File: src/design/dskc_pkg.sv
// Shared types, codes and the base decoder for the dual-strand k-mer counter.
// No dependencies; every other design file but dskc_ram imports this package.
`default_nettype none

package dskc_pkg;

    // Widths fixed by the interface
    localparam int CHAR_BITS   = 8;
    localparam int INDEX_BITS  = 12;
    localparam int OUT_BITS    = 32;
    localparam int OPCODE_BITS = 2;

    // Depth of the command queue between the front and the back part
    localparam int QUEUE_DEPTH = 2;

    // Input opcodes
    typedef enum logic [OPCODE_BITS-1:0] {
        OP_CHAR   = 2'd0,
        OP_RECORD = 2'd1,
        OP_READ   = 2'd2
    } t_opcode;

    // Kind of a queued command
    typedef enum logic {
        CMD_COUNT = 1'b0,
        CMD_READ  = 1'b1
    } t_cmd;

    // Back part sequencer states
    typedef enum logic [2:0] {
        S_CLEAR,
        S_IDLE,
        S_UPD1,
        S_UPD2,
        S_RDOUT
    } t_back_state;

    // Character codes
    localparam logic [CHAR_BITS-1:0] CHAR_A    = 8'h41;
    localparam logic [CHAR_BITS-1:0] CHAR_T    = 8'h54;
    localparam logic [CHAR_BITS-1:0] CHAR_C    = 8'h43;
    localparam logic [CHAR_BITS-1:0] CHAR_G    = 8'h47;
    localparam logic [CHAR_BITS-1:0] CHAR_A_LC = 8'h61;
    localparam logic [CHAR_BITS-1:0] CHAR_T_LC = 8'h74;
    localparam logic [CHAR_BITS-1:0] CHAR_C_LC = 8'h63;
    localparam logic [CHAR_BITS-1:0] CHAR_G_LC = 8'h67;

    // Base codes; complement flips the low bit (A<->T, C<->G)
    localparam logic [1:0] BASE_A    = 2'd0;
    localparam logic [1:0] BASE_T    = 2'd1;
    localparam logic [1:0] BASE_C    = 2'd2;
    localparam logic [1:0] BASE_G    = 2'd3;
    localparam logic [1:0] BASE_COMP = 2'd1;

    typedef struct packed {
        logic       hit;
        logic [1:0] code;
    } t_base;

    function automatic t_base base_decode(input logic [CHAR_BITS-1:0] c);
        t_base b;
        b.hit  = 1'b1;
        b.code = BASE_A;
        case (c) inside
            CHAR_A, CHAR_A_LC: b.code = BASE_A;
            CHAR_T, CHAR_T_LC: b.code = BASE_T;
            CHAR_C, CHAR_C_LC: b.code = BASE_C;
            CHAR_G, CHAR_G_LC: b.code = BASE_G;
            default:           b.hit  = 1'b0;
        endcase
        return b;
    endfunction

endpackage

`default_nettype wire

File: src/design/dskc_queue.sv
// Short command queue between the front and the back part.
// Depends on dskc_pkg for its depth.
`default_nettype none

module dskc_queue #(
    parameter int WIDTH = 25
) (
    input  wire logic             i_clk,
    input  wire logic             i_rst_n,
    input  wire logic             i_push,
    input  wire logic [WIDTH-1:0] i_entry,
    input  wire logic             i_pop,
    output logic                  o_full,
    output logic                  o_valid,
    output logic      [WIDTH-1:0] o_head
);

    import dskc_pkg::*;

    localparam int PTR_BITS = (QUEUE_DEPTH > 1) ? $clog2(QUEUE_DEPTH) : 1;
    localparam int CNT_BITS = $clog2(QUEUE_DEPTH + 1);
    localparam logic [PTR_BITS-1:0] LAST_SLOT = PTR_BITS'(QUEUE_DEPTH - 1);
    localparam logic [CNT_BITS-1:0] FULL_CNT  = CNT_BITS'(QUEUE_DEPTH);

    logic [WIDTH-1:0]    r_slot [QUEUE_DEPTH];
    logic [PTR_BITS-1:0] r_wr_ptr, n_wr_ptr;
    logic [PTR_BITS-1:0] r_rd_ptr, n_rd_ptr;
    logic [CNT_BITS-1:0] r_count, n_count;

    always_comb begin
        n_wr_ptr = r_wr_ptr;
        n_rd_ptr = r_rd_ptr;
        n_count  = r_count;
        if (i_push) begin
            n_wr_ptr = (r_wr_ptr == LAST_SLOT) ? '0 : r_wr_ptr + 1'b1;
        end
        if (i_pop) begin
            n_rd_ptr = (r_rd_ptr == LAST_SLOT) ? '0 : r_rd_ptr + 1'b1;
        end
        if (i_push && !i_pop) begin
            n_count = r_count + 1'b1;
        end else if (i_pop && !i_push) begin
            n_count = r_count - 1'b1;
        end
    end

    always_ff @(posedge i_clk) begin
        if (!i_rst_n) begin
            r_wr_ptr <= '0;
            r_rd_ptr <= '0;
            r_count  <= '0;
        end else begin
            r_wr_ptr <= n_wr_ptr;
            r_rd_ptr <= n_rd_ptr;
            r_count  <= n_count;
        end
    end

    always_ff @(posedge i_clk) begin
        if (i_push) begin
            r_slot[r_wr_ptr] <= i_entry;
        end
    end

    assign o_full  = (r_count == FULL_CNT);
    assign o_valid = (r_count != '0);
    assign o_head  = r_slot[r_rd_ptr];

    a_no_overflow: assert property (@(posedge i_clk) disable iff (!i_rst_n)
        i_push |-> (r_count != FULL_CNT) || i_pop)
        else $error("queue written while full");

    a_no_underflow: assert property (@(posedge i_clk) disable iff (!i_rst_n)
        i_pop |-> (r_count != '0))
        else $error("queue read while empty");

endmodule

`default_nettype wire

File: config.mk
export PLATFORM = sky130hd
export DESIGN_NAME = dskc_queue
export DESIGN_NICKNAME = d
export VERILOG_FILES = /design/src/design/dskc_pkg.sv /design/src/design/dskc_queue.sv
export SDC_FILE = /design/constraint.sdc
export NUM_CORES = 1
export LEC_CHECK = 0
export BUFFER_PORTS_ARGS = -buffer_cell sky130_fd_sc_hd__buf_2
export CORE_MARGIN = 10
export CORE_UTILIZATION = 51
export DETAILED_ROUTE_END_ITERATION = 16
export PLACE_DENSITY = 0.88
export SYNTH_ARGS = -nofsm -noshare
export SYNTH_HDL_FRONTEND = slang
export SYNTH_SLANG_ARGS = --single-unit
File: constraint.sdc
create_clock -name i_clk -period 2.9 [get_ports i_clk]
set_input_delay 0.725 -clock i_clk [delete_from_list [all_inputs] [get_ports i_clk]]
set_output_delay 0.725 -clock i_clk [all_outputs]
set_load 0.01 [all_outputs]
==> reports/metrics.yaml <==
first_global_vias: 1163
outcome: "completed"
area_of_the_mapped_netlist_um2: 2020
initial_util_pct: 54.1
ctsHtreeMaxLevel: 2
synth.most_common_cell: "sky130_fd_sc_hd__edfxtp_1"
placement_row_count: 22
remaining_drc_errors: 0
cp_slowest_cell: "sky130_fd_sc_hd__dfxtp_1"
power.clock.fraction_pct: 25.1
p_switching_mw: 0.311
reg2reg_setup_slack_ns: 1.55
clock_tree.buffer_depth: 2
postCtsResizedCells: 0
critical_path_buf_inv_count: 2
global_route_wire_length_before_repair_um: 5490
footprint_of_the_flip_flops_and_latches_um2: 1600
synthArstFlopShare_pct: 0
synth.net_count: 130
total_routing_usage_reported_by_global_routing_pct: 10.0
final_layout_size_suffix_gt1_share_pct: 56.1
cp_cell_sequence: "buf_4, mux2_2, buf_2"
switching_share_pct: 20.9
fp.coreArea_um2: 3740
critical_path.endpoint_type: "output pin"
grt_max_degree: 22
post_synth_main_area_contributors: "sky130_fd_sc_hd__edfxtp_1 (74%), sky130_fd_sc_hd__mux2_2 (14%), sky130_fd_sc_hd__dfxtp_1 (4.9%), sky130_fd_sc_hd__and2_1 (1.2%), sky130_fd_sc_hd__xor2_1 (0.87%)"
cts-root-buf: "sky130_fd_sc_hd__clkbuf_8"
crit_family: "buffers and inverters"
final_core_util_pct: 65.5
final_nets: 193
final_hold_viol_count: 0
synth_cell_types: 17
worstHoldStart: "r_count[1]"
cts.sink_count: 55
cp.arrival_ns: 1.57
finalCritPeriodShare_pct: 79.2
wl_per_cell_um: 16.6
intPower_mw: 1.18
drt-pass1-iter-count: 3
yosys_register_bits: 55
ys_top_cells_by_count: "sky130_fd_sc_hd__edfxtp_1 (50), sky130_fd_sc_hd__mux2_2 (25), sky130_fd_sc_hd__dfxtp_1 (5)"
synth.avg_cell_area_um2: 20.2
detailroute.via_count: 1046
drv_slew: 0
final.setup_skew_ns: 0.00637
die_h_um: 83.0
timing_worst_slew_pin_value_ns: 0.405
reg2regPathDepth: 2
critical-path-max-stage-delay_ns: 0.43
layout.filler_cells: 293
vias_per_cell: 4.93
grt_setup_unrepaired: "false"
maxSlewHeadroom_pct: 72.9
combinationalPowerShare_pct: 12.6
multi_input_comb_area_um2: 402
path_max_fanout: 21
port_buffers: 55
detailed_route_iter0_violations: 37
crit_required_ns: 2.17
clock_insertion_delay_worst_skew_ns: 0.29
syn_inst: 100
hpwl_after_dpl_um: 2700
power_density_nw_per_um2: 608
static_leak_nw: 0.943
synthesis.yosys.warnings: 0
die_w_um: 83.0
die_area_um2: 6890
tritoncts: "done"
max_freq_mhz: 435
top_level_ports: 56
period_needed_ns: 2.30
worst_hold_path.endpoint: "r_count[1]"
share_seq_of_total_power_pct: 62.3
ant_nets: 0
synth_largest_area_cell: "sky130_fd_sc_hd__edfxtp_1"
insertedDiodeCount: 0
postCtsSetupRepairBufs: 0
flow.area_growth_from_synthesis_pct: 21.1
synth_ff_type: "sky130_fd_sc_hd__edfxtp_1"
antenna_found_initial: 0
worst-setup-path-type: "flop to output pin"
worstHoldPathCells: 2
critPathLaunchType: "flop"
setup_total_negative_slack_ns: 0
regToRegEndpoint: "r_slot[0][7]"
postCtsHoldBufs: 0
synth_enable_flop_cells: 50
gpl.final_weighted_congestion: 0.675
vdd_ir_drop_max_uv: 380
routed_wl_um: 3510
grt-ovfl-total: 0
maxCapViolCount: 0
rr_startpoint: "r_wr_ptr"
synth.top_cell.area_share_pct: 74.2
ys_seq_area_share_pct: 79.1
clk_pin_slew_ns: 0.08
min_path_type: "flop to flop"
cts_buffers: 5
timing.final.setup_violations: 0
## flip-flops by register name, indices dropped and copies added (netlist names), named ones only
register  flops
r_slot       50
r_wr_ptr      1
r_count       2
r_rd_ptr      1
## worst min-delay path, stage by stage, from the launching register on
cell and delay, ns:
sky130_fd_sc_hd__dfxtp_1 0.34, sky130_fd_sc_hd__o21ai_0 0.09, sky130_fd_sc_hd__a21boi_1 0.07
## through the flow
stage	std cells	instance area, um^2	worst slack [ns]	hold slack, ns	total power [mW]
6_report	212	2450	0.603	0.538	1.49
5_1_grt	212	2450	0.505	0.584	1.57
4_1_cts	212	2450	0.574	0.534	1.51
3_5_place_dp	204	2370	0.905	0.515	1.14
3_3_place_gp	204	2370	0.957	0.471	1.13
2_1_floorplan	100	2020	0.584	0.461	1.05
## placed cells by master, fill, tap and decap left out, types with 2 or more instances in the layout
| cell | Yosys | routed |
|---|---|---|
| sky130_fd_sc_hd__clkbuf_8 | 0 | 5 |
| sky130_fd_sc_hd__and2_1 | 4 | 4 |
| sky130_fd_sc_hd__mux2_2 | 25 | 25 |
| sky130_fd_sc_hd__buf_2 | 1 | 55 |
| sky130_fd_sc_hd__buf_4 | 2 | 4 |
| sky130_fd_sc_hd__dfxtp_1 | 5 | 5 |
| sky130_fd_sc_hd__clkbuf_1 | 0 | 3 |
| sky130_fd_sc_hd__edfxtp_1 | 50 | 50 |
| sky130_fd_sc_hd__xor2_1 | 2 | 2 |
## cell families (layout without fill, tap and decap cells)
kind of cell / after synthesis / in the layout / share of synthesized area [%]
flops: 55 / 55 / 79.1
xor+xnor: 3 / 3 / 1.30
compound gates: 3 / 3 / 0.989
mux: 25 / 25 / 13.9
fa+ha+maj: 1 / 1 / 0.618
simple gates: 9 / 9 / 2.90
buf+inv: 4 / 68 / 1.17
## worst max-delay path by stage
stage	depth (start not counted)	slack [ns]	from	to
2_1_floorplan	1	0.58	i_push	r_slot[0][0]
3_3_place_gp	3	0.96	flop	o_head[9]
3_5_place_dp	3	0.90	flop	o_head[17]
4_1_cts	3	0.57	flop	o_head[17]
5_1_grt	3	0.50	flop	o_head[22]
6_report	3	0.60	flop	o_head[17]
## metal layers
metal / track usage (%) / share of wire [%]
met4: 2.92 / 1.0
met3: 5.47 / 8.8
met5: 0 / 0
met2: 18.7 / 56
met1: 8.97 / 34
## power by group through the flow
stage | clock, mW | combinational [mW] | sequential [mW]
6_report | 0.375 | 0.188 | 0.928
5_1_grt | 0.427 | 0.208 | 0.932
4_1_cts | 0.388 | 0.193 | 0.928
3_5_place_dp | 0 | 0.193 | 0.946
3_3_place_gp | 0 | 0.186 | 0.942
2_1_floorplan | 0 | 0.114 | 0.940
## final cells by class
class,instances,area share (%)
well taps,48,2.45
multi-input cells,41,16.4
flip-flops and latches,55,65.3
repair buffers,59,12.4
inverters,1,0.153
clock buffers,8,3.27
Power figures use the tool's default switching activity.
