**src/design/dskc_pkg.sv**
```systemverilog
// Shared types, codes and the base decoder for the dual-strand k-mer counter.
// No dependencies; every other design file but dskc_ram imports this package.
`default_nettype none

package dskc_pkg;

    // Widths fixed by the interface
    localparam int CHAR_BITS   = 8;
    localparam int INDEX_BITS  = 12;
    localparam int OUT_BITS    = 32;
    localparam int OPCODE_BITS = 2;

    // Depth of the command queue between the front and the back part
    localparam int QUEUE_DEPTH = 2;

    // Input opcodes
    typedef enum logic [OPCODE_BITS-1:0] {
        OP_CHAR   = 2'd0,
        OP_RECORD = 2'd1,
        OP_READ   = 2'd2
    } t_opcode;

    // Kind of a queued command
    typedef enum logic {
        CMD_COUNT = 1'b0,
        CMD_READ  = 1'b1
    } t_cmd;

    // Back part sequencer states
    typedef enum logic [2:0] {
        S_CLEAR,
        S_IDLE,
        S_UPD1,
        S_UPD2,
        S_RDOUT
    } t_back_state;

    // Character codes
    localparam logic [CHAR_BITS-1:0] CHAR_A    = 8'h41;
    localparam logic [CHAR_BITS-1:0] CHAR_T    = 8'h54;
    localparam logic [CHAR_BITS-1:0] CHAR_C    = 8'h43;
    localparam logic [CHAR_BITS-1:0] CHAR_G    = 8'h47;
    localparam logic [CHAR_BITS-1:0] CHAR_A_LC = 8'h61;
    localparam logic [CHAR_BITS-1:0] CHAR_T_LC = 8'h74;
    localparam logic [CHAR_BITS-1:0] CHAR_C_LC = 8'h63;
    localparam logic [CHAR_BITS-1:0] CHAR_G_LC = 8'h67;

    // Base codes; complement flips the low bit (A<->T, C<->G)
    localparam logic [1:0] BASE_A    = 2'd0;
    localparam logic [1:0] BASE_T    = 2'd1;
    localparam logic [1:0] BASE_C    = 2'd2;
    localparam logic [1:0] BASE_G    = 2'd3;
    localparam logic [1:0] BASE_COMP = 2'd1;

    typedef struct packed {
        logic       hit;
        logic [1:0] code;
    } t_base;

    function automatic t_base base_decode(input logic [CHAR_BITS-1:0] c);
        t_base b;
        b.hit  = 1'b1;
        b.code = BASE_A;
        case (c) inside
            CHAR_A, CHAR_A_LC: b.code = BASE_A;
            CHAR_T, CHAR_T_LC: b.code = BASE_T;
            CHAR_C, CHAR_C_LC: b.code = BASE_C;
            CHAR_G, CHAR_G_LC: b.code = BASE_G;
            default:           b.hit  = 1'b0;
        endcase
        return b;
    endfunction

endpackage

`default_nettype wire

```
**src/design/dskc_front.sv**
```systemverilog
// Front part: accepts words, keeps both strand windows and queues commands.
// Depends on dskc_pkg for opcodes, command kinds and the base decoder.
`default_nettype none

module dskc_front #(
    parameter int KMER_LENGTH = 6
) (
    input  wire logic                              i_clk,
    input  wire logic                              i_rst_n,
    input  wire logic                              i_accept,
    input  wire logic [dskc_pkg::OPCODE_BITS-1:0]  i_opcode,
    input  wire logic [dskc_pkg::CHAR_BITS-1:0]    i_char_code,
    input  wire logic [dskc_pkg::INDEX_BITS-1:0]   i_read_index,
    output logic                                   o_push,
    output logic      [4*KMER_LENGTH:0]            o_entry
);

    import dskc_pkg::*;

    localparam int WIN_BITS   = 2 * KMER_LENGTH;
    localparam int VALID_BITS = $clog2(KMER_LENGTH + 1);
    localparam logic [VALID_BITS-1:0] FULL_VALID = VALID_BITS'(KMER_LENGTH);

    logic [WIN_BITS-1:0]   r_fwd, n_fwd;
    logic [WIN_BITS-1:0]   r_rev, n_rev;
    logic [VALID_BITS-1:0] r_valid, n_valid;
    t_base                 base;

    always_comb begin
        base    = base_decode(i_char_code);
        n_fwd   = r_fwd;
        n_rev   = r_rev;
        n_valid = r_valid;
        o_push  = 1'b0;
        o_entry = {CMD_COUNT, r_fwd, r_rev};
        if (i_accept) begin
            unique case (i_opcode)
                OP_CHAR: begin
                    if (base.hit) begin
                        // shift in: newest base low forward, complement high reverse
                        n_fwd   = WIN_BITS'({r_fwd, base.code});
                        n_rev   = WIN_BITS'({base.code ^ BASE_COMP, r_rev} >> 2);
                        n_valid = (r_valid == FULL_VALID) ? r_valid : r_valid + 1'b1;
                        o_push  = (n_valid == FULL_VALID);
                        o_entry = {CMD_COUNT, n_fwd, n_rev};
                    end else begin
                        n_fwd   = '0;
                        n_rev   = '0;
                        n_valid = '0;
                    end
                end
                OP_RECORD: begin
                    n_fwd   = '0;
                    n_rev   = '0;
                    n_valid = '0;
                end
                OP_READ: begin
                    o_push  = 1'b1;
                    o_entry = {CMD_READ, WIN_BITS'(i_read_index), {WIN_BITS{1'b0}}};
                end
                default: begin
                    // unused opcode: drop
                end
            endcase
        end
    end

    always_ff @(posedge i_clk) begin
        if (!i_rst_n) begin
            r_fwd   <= '0;
            r_rev   <= '0;
            r_valid <= '0;
        end else begin
            r_fwd   <= n_fwd;
            r_rev   <= n_rev;
            r_valid <= n_valid;
        end
    end

endmodule

`default_nettype wire

```
**config.mk**
```make
export PLATFORM = sky130hd
export DESIGN_NAME = dskc_front
export DESIGN_NICKNAME = d
export VERILOG_FILES = /design/src/design/dskc_pkg.sv /design/src/design/dskc_front.sv
export SDC_FILE = /design/constraint.sdc
export NUM_CORES = 1
export LEC_CHECK = 0
export BUFFER_PORTS_ARGS = -buffer_cell sky130_fd_sc_hd__buf_2
export CAP_MARGIN = 20
export CORE_UTILIZATION = 52
export CTS_CLUSTER_DIAMETER = 200
export CTS_CLUSTER_SIZE = 25
export DETAILED_ROUTE_END_ITERATION = 12
export PLACE_DENSITY = 0.84
export SLEW_MARGIN = 20
export SYNTH_ARGS = -nofsm -noshare
export SYNTH_HDL_FRONTEND = slang
export SYNTH_SLANG_ARGS = --single-unit
export TNS_END_PERCENT = 20
```
**constraint.sdc**
```tcl
create_clock -name i_clk -period 3.6 [get_ports i_clk]
set_input_delay 0.36 -clock i_clk [delete_from_list [all_inputs] [get_ports i_clk]]
set_output_delay 0.36 -clock i_clk [all_outputs]
set_load 0.01 [all_outputs]
```
==> impl_results.md <==
- Largest net degree at the start of global routing: 20
- Slowest-stage cell, CP: sky130_fd_sc_hd__nor2b_1
- Share of cells above drive strength 1: 0.353
- Resized Gates After CTS: 0
- Crit path arrival time: 1.83 ns
- #FFs+latches synth: 21
- CP Max Fanout: 19
- Clk_skew: 0.00270 ns
- Setup TNS: 0 ns
- Power per unit of standard cell area: 255 mW/mm^2
- Max-slew violation total from the final report: 0
- Most frequent cell on the critical path: sky130_fd_sc_hd__buf_2
- Outcome: complete, no violations
- Most common cell in the synthesized netlist: sky130_fd_sc_hd__a22o_1
- Diodes inserted: 0
- Area of the mapped netlist: 0.00137 sq mm
- Initial antenna violation count: 0
- Placed wire-length estimate: 2.38 mm
- Clock tree from TritonCTS: done
- Inserted Clock Buffers: 3
- Leading register cell type out of synthesis: sky130_fd_sc_hd__dfxtp_1
- Multiplexer share of the synthesized area: 0.0109
- Highest clock rate: 457 MHz
- Synthesized-area fraction occupied by ao, oa, aoi and oai cells: 0.377
- Chip width: 53.4 um
- Number of setup buffers added after CTS: 0
- CTS H-tree depth: 1
- Post-CTS Hold Buffers: 0
- Post-synth net total: 171
- Routed vias: 1356
- XOR/XNOR Fraction of Synth Area: 0
- Final number of hold-violating endpoints: 0
- Sort of element at the end of the critical path: output port
- Final critical path time including I/O delays and setup: 2.19 ns
- Yosys warning total: 0
- Via count of the first global-routing pass: 1147
- Final Routed Wirelength: 3.19 mm
- Distinct cell type count of the synthesized netlist: 40
- Detail-routed via count per cell: 6.16
- Critical path start-end classification: in2out
- Antenna Violating Nets Remaining: 0
- Cell-by-cell listing of the critical path: buf_2, nor2b_1, o21ai_4, a211o_1, buf_2
- RSZ-0062 raised after global routing: no
- Gate count after technology mapping: 144
- Number of standard-cell rows in the floorplan: 18
- Die Ht: 53.4 um
- Root buffer cell: sky130_fd_sc_hd__clkbuf_4
- Reg clk slew, reported paths: 0.12 ns
- Main combinational cell family by area after synthesis: compound AO/OA/AOI/OAI gates
- Global-route wire length before repair: 5.06 mm
- Final Cell Area: 0.00163 sq mm
- Fraction of registers with async set/reset: 0
- Multi-input logic area: 895 sq um
- Portion of the post-synthesis area used by sequential elements: 0.306
- Top cells by instance count after synthesis: sky130_fd_sc_hd__a22o_1 (30), sky130_fd_sc_hd__dfxtp_1 (21), sky130_fd_sc_hd__a21o_1 (8), sky130_fd_sc_hd__nand2_1 (8), sky130_fd_sc_hd__a21oi_1 (7)
- Total grt overflow: 0
- Combined buffer and inverter count along the critical path: 2
- Crit-path max cell delay: 0.54 ns
- Number of setup violations in the final report: 0
- Count of clock tree sinks: 21
- Period utilization: 0.608
- Sw Ratio: 0.264
- Number of inserted filler cells in the final layout: 208
- Max-slew headroom: 0.551
- Cell internal power dissipation: 306 uW
- IR drop worst, VDD: 0.284 mV
- Initial cell density of the core: 0.554
- Cell area after placement: 0.00161 sq mm
- Post-route DRC: 0
- Number of flops mapped to enable cells by yosys: 0
- Proportion of power drawn by combinational gates: 0.167
- RePlAce Congestion: 0.800
- Share of synthesized cell area in and, or, nand and nor gates: 0.245
- Core box area: 0.00248 sq mm
- FF/Latch Area: 420 sq um
- Seq pwr share: 0.560
- Worst Setup Start Kind: input pin
- Area share of fa/ha/maj cells after synthesis: 0.0182
- Total die area: 0.00285 sq mm
- Per-instance average area after synthesis: 9.53 sq um
- Cell types with the largest area share after synthesis: sky130_fd_sc_hd__dfxtp_1 (31%), sky130_fd_sc_hd__a22o_1 (19%), sky130_fd_sc_hd__a21o_1 (4.4%)
- I/O Buffers: 49
- Number of nets in the finished design: 218
- First-iteration detailed-routing DRC count: 31
- Net load switching power: 110 uW
- Worst hold margin: 0.327 ns
- Total I/O pin count: 51
- Top-area cell type share of the netlist area: 0.306
- Worst slew pin tran: 0.673 ns
- Max Buffers Root-to-Sink: 2
- Clock network power share: 0.274
- Clock Latency Late Sink: 0.30 ns
- Max Cap Violations: 0
- Cell accounting for the most synthesized area: sky130_fd_sc_hd__dfxtp_1
- Area growth syn-to-layout: 18.9%
- Endpoint required time on the critical path: 3.24 ns
- Router iterations before antenna repair: 4
- Path type of the worst min-delay path: in2reg
- Pwr Total: 415 uW
- GRT Resource Usage Total: 0.240
- Gate family responsible for the most delay along the worst path: compound AO/OA/AOI/OAI gates
- Static power due to leakage: 0.840 nW
- Wirelength per Cell: 14.5 um
[cell families (layout without fill, tap and decap cells)]
| logic type | count (synthesis) | in the layout |
|---|---|---|
| muxes | 1 | 1 |
| DFF | 21 | 21 |
| buffers and inverters | 9 | 55 |
| adders and majority gates | 2 | 2 |
| AOI/OAI and AO/OA | 65 | 65 |
| and+or+nand+nor | 46 | 46 |
[sequential cells by signal, indices dropped and copies added, names as in the netlist]
signal / cells
r_rev: 7
r_fwd: 11
r_valid: 3
[layout make-up]
| class | instances | share of cell area |
|---|---|---|
| Multi-Input combinational cell | 114 | 0.548 |
| Clock buffer | 4 | 0.0161 |
| Sequential cell | 21 | 0.258 |
| Inverter | 2 | 0.00460 |
| Tap cell | 30 | 0.0230 |
| Timing Repair Buffer | 49 | 0.150 |
[stage by stage]
step                cells  utilization  worst slack (ns)
floorplan             144            -              1.76
global placement      216        0.648              1.45
detailed placement    216        0.648              1.41
CTS                   220        0.659              1.40
global route          220        0.659              1.31
finish                220        0.659              1.41
[placed cells by master (no fill, tap or decap), types with 2 or more instances in the layout]
master and instances:
sky130_fd_sc_hd__and3_1 5, sky130_fd_sc_hd__nor4b_1 2, sky130_fd_sc_hd__or2b_1 2, sky130_fd_sc_hd__and2_1 2
sky130_fd_sc_hd__nor3b_4 3, sky130_fd_sc_hd__nor3_1 2, sky130_fd_sc_hd__buf_2 49, sky130_fd_sc_hd__nor2_1 5
sky130_fd_sc_hd__clkbuf_4 3, sky130_fd_sc_hd__o21a_1 3, sky130_fd_sc_hd__nor2_4 2, sky130_fd_sc_hd__inv_1 2
sky130_fd_sc_hd__a22o_1 30, sky130_fd_sc_hd__nand2b_1 3, sky130_fd_sc_hd__nor2b_1 4, sky130_fd_sc_hd__a21oi_1 7
sky130_fd_sc_hd__o31ai_1 2, sky130_fd_sc_hd__a21o_1 8, sky130_fd_sc_hd__nand2_1 8, sky130_fd_sc_hd__a211o_1 3
sky130_fd_sc_hd__ha_1 2, sky130_fd_sc_hd__dfxtp_1 21, sky130_fd_sc_hd__o21ai_0 4, sky130_fd_sc_hd__a22oi_1 2
[power groups by stage]
| stage | Clock (mW) | Combinational [mW] | Sequential, mW |
|---|---|---|---|
| 4_1_cts | 0.115 | 0.0692 | 0.233 |
| 3_3_place_gp | 0 | 0.0664 | 0.238 |
| 3_5_place_dp | 0 | 0.0689 | 0.238 |
| 2_1_floorplan | 0 | 0.0427 | 0.238 |
| 5_1_grt | 0.126 | 0.0756 | 0.233 |
| 6_report | 0.114 | 0.0692 | 0.233 |
[worst reg2reg max path, delay by kind of cell, from the launching register on]
kind                       cells  cell delay (ns)
AOI/OAI and AO/OA              2             0.34
adders and majority gates      1             0.23
buffers and inverters          1             0.07
DFF                            1             0.41
and+or+nand+nor                1             0.08
[worst paths after layout]
check                           cells after the start     endpoint        from  slack [ns]
worst max-delay path                                5  o_entry[21]    i_accept        1.41
worst min-delay path                                2     r_fwd[7]     i_rst_n        0.33
worst max register to register                      5   r_valid[0]  r_valid[0]        2.43
worst min register to register                      1    r_fwd[10]   r_fwd[10]        0.50
[layer usage]
metal | global-route usage | routed length, um
met5 | 0 | 0
met4 | 0.0351 | 38
met3 | 0.0575 | 182
met1 | 0.302 | 1430
met2 | 0.417 | 1540
Power figures use the tool's default switching activity.
